## src/design/hsd_pkg.sv

```systemverilog
// Shared types, constants and the quarter-round word map for the HSalsa20 subkey pipeline.
`default_nettype none
package hsd_pkg;

  typedef struct packed {
    logic [63:0] nonce_high;
    logic [63:0] nonce_low;
  } request_t;

  typedef struct packed {
    logic [63:0] subkey_part3;
    logic [63:0] subkey_part2;
    logic [63:0] subkey_part1;
    logic [63:0] subkey_part0;
  } result_t;

  typedef logic [15:0][31:0] state_t;

  typedef enum logic [1:0] {
    KEY_PART0 = 2'd0,
    KEY_PART1 = 2'd1,
    KEY_PART2 = 2'd2,
    KEY_PART3 = 2'd3
  } cfg_index_t;

  localparam logic [31:0] SIGMA0 = 32'h6170_7865;
  localparam logic [31:0] SIGMA1 = 32'h3320_646e;
  localparam logic [31:0] SIGMA2 = 32'h7962_2d32;
  localparam logic [31:0] SIGMA3 = 32'h6b20_6574;

  localparam int STEPS_PER_DOUBLE_ROUND = 8;

  // rotate amount of each add-rotate-xor step of a quarter round
  localparam int ROT_AMT [0:3] = '{7, 9, 13, 18};

  // word positions a, b, c, d of each quarter round, column round then row round
  localparam logic [3:0] QR_MAP [0:1][0:3][0:3] = '{
    '{'{4'd0,  4'd4,  4'd8,  4'd12},
      '{4'd5,  4'd9,  4'd13, 4'd1 },
      '{4'd10, 4'd14, 4'd2,  4'd6 },
      '{4'd15, 4'd3,  4'd7,  4'd11}},
    '{'{4'd0,  4'd1,  4'd2,  4'd3 },
      '{4'd5,  4'd6,  4'd7,  4'd4 },
      '{4'd10, 4'd11, 4'd8,  4'd9 },
      '{4'd15, 4'd12, 4'd13, 4'd14}}
  };

  function automatic logic [3:0] qr_word(input logic row, input logic [1:0] quarter,
                                         input logic [1:0] pos);
    return QR_MAP[row][quarter][pos];
  endfunction

endpackage
`default_nettype wire

```

## src/design/hsd_step.sv

```systemverilog
// One add-rotate-xor step of all four quarter rounds of a column or row round, registered.
`default_nettype none
module hsd_step #(
  parameter bit ROW  = 1'b0,
  parameter int STEP = 0
) (
  input  wire logic            clk,
  input  wire logic            rst,
  input  wire logic            valid_in,
  input  wire hsd_pkg::state_t state_in,
  output logic                 valid,
  output hsd_pkg::state_t      state
);
  import hsd_pkg::*;

  localparam logic [1:0] SRC_A = 2'(STEP);
  localparam logic [1:0] SRC_B = 2'((STEP + 3) % 4);
  localparam logic [1:0] DST   = 2'((STEP + 1) % 4);
  localparam int         ROT   = ROT_AMT[STEP];

  state_t      state_next;
  logic [31:0] sum;

  always_comb begin
    state_next = state_in;
    sum        = '0;
    for (int q = 0; q < 4; q++) begin
      sum = state_in[qr_word(ROW, 2'(q), SRC_A)] + state_in[qr_word(ROW, 2'(q), SRC_B)];
      state_next[qr_word(ROW, 2'(q), DST)] =
        state_in[qr_word(ROW, 2'(q), DST)] ^ ((sum << ROT) | (sum >> (32 - ROT)));
    end
  end

  always_ff @(posedge clk) begin
    if (rst) begin
      valid <= 1'b0;
    end else begin
      valid <= valid_in;
    end
  end

  always_ff @(posedge clk) begin
    state <= state_next;
  end

endmodule
`default_nettype wire

```

## config.mk

```make
export PLATFORM = sky130hd
export DESIGN_NAME = hsd_step
export DESIGN_NICKNAME = d
export VERILOG_FILES = /design/src/design/hsd_pkg.sv /design/src/design/hsd_step.sv
export SDC_FILE = /design/constraint.sdc
export NUM_CORES = 1
export LEC_CHECK = 0
export BUFFER_PORTS_ARGS = -buffer_cell sky130_fd_sc_hd__buf_4
export CAP_MARGIN = 40
export CORE_AREA = 5 5 399 401
export DETAILED_ROUTE_END_ITERATION = 6
export DIE_AREA = 0 0 404 406
export PLACE_DENSITY_LB_ADDON = 0.12
export SYNTH_ARGS = -nofsm -noshare
export SYNTH_HDL_FRONTEND = slang
export SYNTH_SLANG_ARGS = --single-unit
```

## constraint.sdc

```tcl
create_clock -name clk -period 2.7 [get_ports clk]
set_clock_uncertainty 0.05 [all_clocks]
set_input_delay 0.27 -clock clk [delete_from_list [all_inputs] [get_ports clk]]
set_output_delay 0.27 -clock clk [all_outputs]
set_load 0.01 [all_outputs]
```

# After elaboration in Yosys (flattened, before gate mapping)
# Cells that the tools add are included.
# W data, S select, Z words.
[op_classes]
n_bitwise = 8
n_addsub = 4
[ops]
columns = ["operator", "n"]
rows = [
  ["$add A32 B32 Y32", 4],
  ["$or A32 B7 Y32", 4],
  ["$xor A32 B32 Y32", 4],
]
[totals]
regBits = 513
in_bits = 515
wordCells = 29

# Longest topological paths before layout
# Gate-level depths: netlist of the first run.
[logic_depth]
ltp_word = 3
depth_mapped = 11

# Worst setup path after synthesis of the first run
# No wires, ideal clock.
[synth_path]
path_type = "input port to flip-flop"
start = "input port state_in[192] in the netlist's numbering"
end = "register state[453] in the netlist's numbering"
t_arrival_ps = 2628
setup_slack_ps = -106
cell_stages = 11
setup_time_ps = 128
n_path_buf = 0
cell_sequence = "ha_1 -> fa_1 -> a21o_1 -> a31oi_1 -> o21bai_2 -> a221oi_4 -> o41ai_2 -> o41ai_4 -> nor2_1 -> a2111oi_2 -> xnor2_1"
[synth_rtl]
columns = ["item", "line", "text"]
rows = [
  ["start, declared", "hsd_step.sv:10", "input wire hsd_pkg::state_t state_in,"],
  ["end signal, assigned", "hsd_step.sv:43", "state <= state_next;"],
  ["end, declared", "hsd_step.sv:12", "output hsd_pkg::state_t state"],
]

==> results of run 1 <==
-- layer usage --
layer / vias up / global-route usage [%] / wire length, um
met5: - / 0 / 38
met4: 6 / 4.01 / 2950
met3: 170 / 5.79 / 11400
met2: 775 / 24.7 / 58300
met1: 8026 / 13.0 / 39800
li1: 8690 / - / -
-- Yosys cell counts, types with 7 or more instances --
library cell,number
a211oi_1,9
a21o_1,90
a21oi_1,96
a31oi_1,16
and3_1,10
clkbuf_1,17
dfxtp_1,513
ha_1,124
inv_1,17
nand2_1,43
nand2b_1,9
nand3_1,14
nand4_1,21
nor2_1,42
nor2b_1,10
nor3_1,7
o21ai_0,38
o21bai_1,21
or2_2,7
xnor2_1,181
xor2_1,70
-- final timing paths --
| kind | from | end | slack [ns] | cells after the start |
|---|---|---|---|---|
| min | state_in[301] | state[301] | 0.07 | 3 |
| max | state_in[492] | state[102] | 0.06 | 13 |
-- kinds of logic (layout without fill, tap and decap cells) --
family	Yosys count	in the layout	synth area share [%]
adder cells (fa/ha/maj)	128	128	9.39
flip-flops	513	513	59.1
XOR/XNOR	251	251	12.7
AO/OA/AOI/OAI	332	332	13.0
buffers and inverters	34	1897	0.735
other	0	25	0
AND/OR/NAND/NOR	177	177	5.10
-- timing repair --
action,in CTS,in global routing
hold endpoints to repair,510,0
setup endpoints to repair,6,18
buffers inserted,1,1
hold buffers,525,0
pin swaps,1,7
resized for setup,2,19
-- worst max-delay path: stages --
cell and delay (ns):
dlygate4sd3_1 0.60, buf_4 0.16, ha_1 0.29, a21oi_2 0.17
o21ai_0 0.12, a221o_1 0.39, a21oi_2 0.18, a31o_2 0.21
o21ai_2 0.11, a311oi_2 0.29, a211oi_1 0.08, buf_4 0.15
xnor2_1 0.11
-- layout make-up --
class | count | share of cell area (%)
Antenna cell | 25 | 0.168
Clock buffer | 95 | 5.47
Clock inverter | 37 | 1.56
Inverter | 17 | 0.172
Multi-Input combinational cell | 888 | 19.1
Sequential cell | 513 | 27.7
Tap cell | 2058 | 6.93
Timing Repair Buffer | 1748 | 38.9
-- registers in the layout (all words and copies together) (netlist names) --
| signal | count |
|---|---|
| state | 512 |
| valid | 1 |
-- through the flow --
step / setup TNS (ns) / setup slack [ns] / util [%] / cells
CTS: 0 / 0.0106 / 23.8 / 5355
floorplan: -0.0430 / -0.0250 / - / 1435
finish: 0 / 0.0593 / 23.9 / 5381
global placement: -21.53 / -0.881 / 18.7 / 4697
global route: -0.00342 / -0.00223 / 23.9 / 5364
detailed placement: -21.10 / -0.881 / 18.7 / 4697
-- power by group through the flow --
stage / combinational (mW) / sequential (mW) / clock [mW]
6_report: 6.13 / 8.69 / 10.7
5_1_grt: 6.65 / 8.77 / 11.5
4_1_cts: 6.28 / 8.70 / 11.2
3_5_place_dp: 5.51 / 8.85 / 0
3_3_place_gp: 5.55 / 8.86 / 0
2_1_floorplan: 1.62 / 9.24 / 0
==> results.yml, run 1 <==
yosys:
  yosys-top-cells-area: "dfxtp_1 (59%), xnor2_1 (9.1%), ha_1 (8.9%), a21o_1 (3.9%), xor2_1 (3.5%)"
  synth_top_area_cell: "dfxtp_1"
  synth-edff-count: 0
  netlist_area_um2: 17400
  yosys_warnings: 0
  yosysSeqAreaShare_pct: 59.1
  synth_cell_types: 57
  async_flop_share_pct: 0
  synth_cells: 1435
  syn_nets: 2078
  yosysTopAreaCellShare_pct: 59.1
  postSynthAreaPerCell_um2: 12.1
  ys_ff_latch: 513
  synth-main-ff-cell: "dfxtp_1"
power_and_ir_drop:
  p_leak_nw: 17.0
  seqPwrFrac_pct: 34.1
  vdd_ir_drop_max_mv: 0.458
  comb_power_share_pct: 24.1
  p_per_area_nw_per_um2: 686
  p_switching_mw: 7.19
  clkPwrFrac_pct: 41.8
  finalPower_mw: 25.5
  p_sw_share_pct: 28.3
  internal_power_mw: 18.3
clock_tree:
  clkSinkCount: 513
  cts_max_level: 3
  cts_made_buffers: 73
  clkTransAtPathRegs_ns: 0.06
  cts_tree: "yes"
  cts_root_buffer: "clkbuf_16"
  clock_path_buffers: 3
route:
  firstDrtPassIters: 4
  final_antenna_net_count: 0
  drc: 0
  vias: 17667
  finalWirelength_um: 112000
  drt_iter0_markers: 538
  vias_per_cell: 3.28
  post_drt_wl_per_cell_um: 20.9
timing:
  min_period_ns: 2.64
  max_freq_ghz: 0.379
  holdWs_ns: 0.0727
  max_slew.worst_pin.slew_ns: 0.557
  hold_viol: 0
  max_slew_margin_pct: 62.6
  finalMaxSlewViolations: 0
  period_share_pct: 97.8
  setup_viol: 0
final_layout:
  final_cell_mix: "buf_4 (1,222), dlygate4sd3_1 (525), dfxtp_1 (513), xnor2_1 (181), ha_1 (124)"
  final_common_cell: "buf_4"
  multi_input_area_um2: 7110
  drive_gt1_share_pct: 42.0
  regArea_um2: 10300
  area_growth_pct: 114
  nFillCells: 16886
  nets: 3884
  final_area_um2: 37100
die:
  io_pins: 1028
  initial_core_util_pct: 11.2
  num_rows: 145
  die_w_um: 404
  coreArea_um2: 155000
  die_h_um: 406
  dieArea_um2: 164000
worst_setup_path:
  critPathRequiredTime_ns: 3.20
  critPathKind: "input pin to flip-flop"
  critPathLaunchType: "input pin"
  path_max_fanout: 3
  cp-end-kind: "flip-flop"
  cp.arrival_ns: 3.14
placement:
  numPortBuffers: 1027
  place_area_um2: 29100
  place_congestion: 0.767
  place_hpwl_um: 96000
global_route:
  antenna_found_initial: 61
  grt_start_max_net_pins: 12
  grt_pass1_wl_um: 150000
  grt_pass1_vias: 19561
  grt_overflow: 0
  grt_use_total_pct: 13.1
min_path:
  hold_path_class: "input pin to flip-flop"
run_status:
  status: "completed"
flow_run:
  cap_violations: 0
Note: power is estimated with default switching activity, not from simulation.
==> run 2: changes to the inputs <==
--- a/config.mk
+++ b/config.mk
@@ -5,11 +5,12 @@
 export SDC_FILE = /design/constraint.sdc
 export NUM_CORES = 1
 export LEC_CHECK = 0
+export ABC_AREA = 1
 export BUFFER_PORTS_ARGS = -buffer_cell sky130_fd_sc_hd__buf_4
 export CAP_MARGIN = 40
-export CORE_AREA = 5 5 399 401
+export CORE_AREA = 5 5 400 402
 export DETAILED_ROUTE_END_ITERATION = 6
-export DIE_AREA = 0 0 404 406
+export DIE_AREA = 0 0 405 407
 export PLACE_DENSITY_LB_ADDON = 0.12
 export SYNTH_ARGS = -nofsm -noshare
 export SYNTH_HDL_FRONTEND = slang
==> run 2 against run 1 <==
  * Global-route usage shrank 0.26 points
  * Via count grew 23%
  * Final area grew 5.1%
  * Cell count grew 19%
  * Maximum frequency grew 22%
  * Clock power shrank 7%
  * Total power shrank 3.2%
  * Sequential share of layout area shrank 1.3 points
  * Largest cell class unchanged
==> results.yml, run 2 <==
run_status:
  status: "completed"
yosys:
  async_flop_share_pct: 0
  syn_nets: 3335
  yosys_warnings: 0
  ys_top_cells_by_count: "nand2_1 (880), inv_1 (534), dfxtp_1 (513)"
  postSynthAreaPerCell_um2: 7.85
  yosys-top-cells-area: "dfxtp_1 (49%), nand2_1 (16%), inv_1 (9.5%), ha_1 (7.3%), xor2_1 (4.6%)"
  ys_ff_latch: 513
  synth_cells: 2692
  yosysTopAreaCellShare_pct: 48.6
  synth-main-ff-cell: "dfxtp_1"
  netlist_area_um2: 21100
  synth_top_area_cell: "dfxtp_1"
  synth_cell_types: 20
  synth_most_common_cell: "nand2_1"
  yosysSeqAreaShare_pct: 48.6
  synth-edff-count: 0
route:
  drt_iter0_markers: 832
  vias_per_cell: 3.39
  drc: 0
  finalWirelength_um: 110000
  vias: 21806
  final_antenna_net_count: 0
  firstDrtPassIters: 5
  post_drt_wl_per_cell_um: 17.1
clock_tree:
  cts_tree: "yes"
  cts_root_buffer: "clkbuf_16"
  clock_path_buffers: 3
  clkSinkCount: 513
  clkTransAtPathRegs_ns: 0.06
  cts_setup_buffers: 0
  cts_max_level: 3
  cts_made_buffers: 71
placement:
  place_ws_ns: 0.443
  place_congestion: 0.804
  numPortBuffers: 1027
  place_inst: 5778
  place_area_um2: 31400
  place_hpwl_um: 94400
die:
  num_rows: 145
  die_w_um: 405
  die_h_um: 407
  coreArea_um2: 156000
  initial_core_util_pct: 13.6
  io_pins: 1028
  dieArea_um2: 165000
power_and_ir_drop:
  vdd_ir_drop_max_mv: 0.446
  p_leak_nw: 20.3
  p_switching_mw: 7.46
  p_per_area_nw_per_um2: 632
  seqPwrFrac_pct: 34.9
  clkPwrFrac_pct: 40.4
  internal_power_mw: 17.2
  p_sw_share_pct: 30.3
  comb_power_share_pct: 24.7
final_layout:
  largest_reg_flops: 512
  final_cell_mix: "buf_4 (1,028), nand2_1 (880), inv_1 (534), dfxtp_1 (513), dlygate4sd3_1 (511)"
  area_growth_pct: 84.7
  regArea_um2: 10300
  top_register: "state"
  fin_cells: 6428
  final_area_um2: 39000
  top_regs: "state: 512 flops, valid: 1 flops"
  nets: 4947
  final_common_cell: "buf_4"
  multi_input_area_um2: 8860
  nFillCells: 17208
  drive_gt1_share_pct: 27.5
global_route:
  antenna_found_initial: 21
  grt_overflow: 0
  grt_start_max_net_pins: 13
  grt_pass1_vias: 23524
  grt_use_total_pct: 12.9
  grt_pass1_wl_um: 155000
timing:
  setup_viol: 0
  hold_viol: 0
  max_slew.worst_pin.slew_ns: 0.660
  finalMaxSlewViolations: 0
  setup_slack_ns: 0.542
  max_freq_ghz: 0.463
  max_slew_margin_pct: 55.7
  min_period_ns: 2.16
  setup_tns_ns: 0
  rsz0062_at_grt: "false"
  period_share_pct: 79.9
worst_setup_path:
  cp.arrival_ns: 2.64
  critPathKind: "input pin to flip-flop"
  critPathLaunchType: "input pin"
  critPathRequiredTime_ns: 3.18
  cp-end-kind: "flip-flop"
  path_max_fanout: 4
flow_run:
  cap_violations: 0
min_path:
  hold_path_class: "input pin to flip-flop"
run 2: cell types whose count changed after synthesis, sizes merged, moves of 43 or more:
cell   delta
inv     +517
nor2    +113
nand3    +86
a21o     -82
xnor2   -101
nand2   +876
o21ai    -43
run 2: layer usage:
| metal | up-vias | track usage (%) | part of all wire (%) |
|---|---|---|---|
| met1 | 9628 | 14.6 | 41 |
| met5 | - | 0 | 0.012 |
| met4 | 2 | 4.09 | 2.6 |
| met3 | 140 | 3.87 | 7.6 |
| met2 | 731 | 23.1 | 49 |
| li1 | 11305 | - | - |
run 2: cell families (layout without fill, tap and decap cells):
kind of cell    count (synthesis)  after routing  synth area share, %
fa+ha+maj                     128            128                 7.72
simple gates                 1230           1230                 23.8
flops                         513            513                 48.6
buf+inv                       534           2203                 9.49
xor+xnor                      192            192                 7.96
compound gates                 95             95                 2.39
other cells                     0              9                    0
run 2: path summary, 6_finish.rpt:
path / to / cells after the start / slack [ns] / start
max: state[451] / 14 / 0.54 / state_in[192]
min: state[478] / 5 / 0.06 / state_in[478]
run 2: power by group through the flow:
stage / clock (mW) / combinational [mW] / sequential (mW)
finish: 9.96 / 6.09 / 8.61
global route: 10.7 / 6.72 / 8.68
CTS: 10.5 / 6.26 / 8.62
detailed placement: 0 / 5.58 / 8.77
global placement: 0 / 5.61 / 8.77
floorplan: 0 / 2.02 / 9.14
run 2: what timing repair did:
item | in CTS | in global routing
hold buffers | 511 | 0
resized for setup | 0 | 0
endpoints found under the setup margin | 0 | 0
hold endpoints to repair | 510 | 0
run 2: stage by stage:
stage          hold slack (ns)  power, mW  util [%]
6_report                0.0607       24.7      25.1
4_1_cts              0.0000550       25.3      25.1
2_1_floorplan            0.248       11.2         -
5_1_grt                 0.0239       26.1      25.1
3_5_place_dp             0.325       14.4      20.2
3_3_place_gp             0.324       14.4      20.2
run 2: final cells by class:
| type | instances | share of cell area (%) |
|---|---|---|
| Antenna cell | 9 | 0.0577 |
| Multi-Input combinational cell | 1645 | 22.7 |
| Clock inverter | 34 | 1.14 |
| Sequential cell | 513 | 26.3 |
| Timing Repair Buffer | 1539 | 32.9 |
| Inverter | 534 | 5.14 |
| Clock buffer | 96 | 5.16 |
| Tap cell | 2058 | 6.60 |
run 2: worst max-delay path: stages:
cell and delay, ns:
dlygate4sd3_1 0.54, buf_4 0.14, ha_1 0.27, fa_1 0.49, nand3_1 0.13, nand3_1 0.11, nand2_1 0.09, nand2_2 0.11
nand2_1 0.10, nand2_2 0.09, nand2_1 0.11, nand3_1 0.07, nand2_1 0.07, inv_1 0.04
==> run 3: changes to the inputs <==
==> constraint.sdc (replaced) <==
create_clock -name clk -period 1.81 [get_ports clk]
set_clock_uncertainty 0.05 [all_clocks]
set_input_delay 0.181 -clock clk [delete_from_list [all_inputs] [get_ports clk]]
set_output_delay 0.181 -clock clk [all_outputs]
set_load 0.01 [all_outputs]
==> run 3 against run 2 <==
  * Cell count grew 2.9%
  * Sequential power grew 50%
  * Die area is the same
  * Global-route usage grew 0.16 points
  * Clock-buffer cell count shrank 5
  * Core utilization grew 1.1 points
==> results.yml, run 3 (synthesis results as in run 2) <==
timing:
  hold_viol: 0
  holdWs_ns: 0.105
  period_share_pct: 97.3
  max_freq_ghz: 0.568
  min_period_ns: 1.76
  max_slew_margin_pct: 66.3
  finalMaxSlewViolations: 0
  rsz0062_at_grt: "true"
  setup_slack_ns: 0.0488
  max_slew.worst_pin.slew_ns: 0.502
  setup_viol: 0
worst_setup_path:
  critPathKind: "input pin to flip-flop"
  cpMostUsedCell: "nand2_1"
  worst-path-stages: 14
  crit_slowest_cell: "dlygate4sd3_1"
  critPathLaunchType: "input pin"
  path_max_fanout: 4
  cp.arrival_ns: 2.27
  cp-end-kind: "flip-flop"
  critPathRequiredTime_ns: 2.31
  crit_family: "simple AND/OR/NAND/NOR gates"
  slowest_delay_ns: 0.54
  crit_buf_inv: 3
  crit_chain: "dlygate4sd3_1 -> buf_4 -> ha_1 -> fa_2 -> nand3_1 -> nand3_2 -> nand2_1 -> nand2_2 -> nand2_1 -> nand2_2 -> nand2_1 -> nand3_1 -> nand2_1 -> inv_1"
  crit_path_start: "state_in[192]"
final_layout:
  drive_gt1_share_pct: 32.0
  largest_reg_flops: 512
  final_area_um2: 40700
  multi_input_area_um2: 9180
  final_common_cell: "buf_4"
  regArea_um2: 10300
  final_util_pct: 26.1
  top_regs: "state: 512 flops, valid: 1 flops"
  top_register: "state"
  final_cell_mix: "buf_4 (1,212), nand2_1 (866), inv_1 (534), dlygate4sd3_1 (516), dfxtp_1 (513)"
  area_growth_pct: 92.6
  nets: 5136
  nFillCells: 17095
clock_tree:
  cts_made_buffers: 71
  clock_path_buffers: 3
  clkSinkCount: 513
  cts_max_level: 3
  cts_root_buffer: "clkbuf_16"
  cts_tree: "yes"
  clkTransAtPathRegs_ns: 0.06
die:
  initial_core_util_pct: 13.6
  coreArea_um2: 156000
  num_rows: 145
  die_w_um: 405
  io_pins: 1028
  die_h_um: 407
  dieArea_um2: 165000
route:
  drc: 0
  finalWirelength_um: 112000
  drt_iter0_markers: 738
  final_antenna_net_count: 0
  post_drt_wl_per_cell_um: 16.9
  vias_per_cell: 3.40
  firstDrtPassIters: 5
  vias: 22484
power_and_ir_drop:
  vdd_ir_drop_max_mv: 0.654
  p_leak_nw: 21.1
  p_per_area_nw_per_um2: 915
placement:
  place_congestion: 0.792
  place_ws_ns: -0.354
  place_hpwl_um: 95200
  numPortBuffers: 1027
  place_area_um2: 32800
run_status:
  status: "completed"
global_route:
  grt_pass1_vias: 23993
  grt_use_total_pct: 13.0
  grt_overflow: 0
  antenna_found_initial: 17
  grt_pass1_wl_um: 158000
  grt_start_max_net_pins: 13
flow_run:
  cap_violations: 0
min_path:
  hold_path_class: "input pin to flip-flop"
  hold_depth: 2
  min_from: "state_in[240]"
==> run 3: changes by cell type in the layout (fill, tap and decap cells not counted), sizes merged <==
cell and change:
buf +184, inv +4, dlygate4sd3 +5, clkinvlp +3, clkinv -2, clkbuf -5
diode -4
==> run 3: worst paths after layout <==
kind          to  slack, ns
max   state[451]       0.05
min   state[240]       0.10
==> run 3: area by class of cell <==
| type | instances | share of cell area [%] |
|---|---|---|
| timing repair buffer | 1728 | 35.0 |
| inverter | 534 | 4.92 |
| antenna | 5 | 0.0307 |
| tap | 2058 | 6.33 |
| multi-input combinational | 1645 | 22.6 |
| clock inverter | 39 | 1.16 |
| clock buffer | 91 | 4.72 |
| sequential | 513 | 25.2 |
==> run 3: power by group <==
| part | internal, mW | total, mW | switching (mW) |
|---|---|---|---|
| Sequential | 12.5 | 12.9 | 0.396 |
| Combinational | 4.79 | 9.68 | 4.90 |
| Clock | 8.65 | 14.7 | 6.06 |
==> run 3: stage by stage <==
| stage | TNS, ns | std cells | total power [mW] |
|---|---|---|---|
| after floorplan | 0 | 2692 | 16.7 |
| after global placement | -5.32 | 5961 | 22.0 |
| after detailed placement | -5.18 | 5961 | 21.9 |
| after CTS | 0 | 6607 | 38.2 |
| after global routing | -0.0397 | 6613 | 39.5 |
| final | 0 | 6613 | 37.3 |
==> run 3: per-layer routing <==
layer,share of wire [%],routed length [um],GRT usage [%],vias to the layer above
met3,7.8,8680,4.27,147
met2,49,55100,23.5,729
met1,40,45000,14.7,9933
met5,0.0063,7,0,-
li1,-,-,-,11673
met4,2.7,3030,3.67,2
==> run 3: what timing repair did <==
action,in CTS,in global routing
hold endpoints to repair,513,0
hold buffers,516,0
resized for setup,0,82
endpoints found under the setup margin,0,60
buffers inserted,0,1
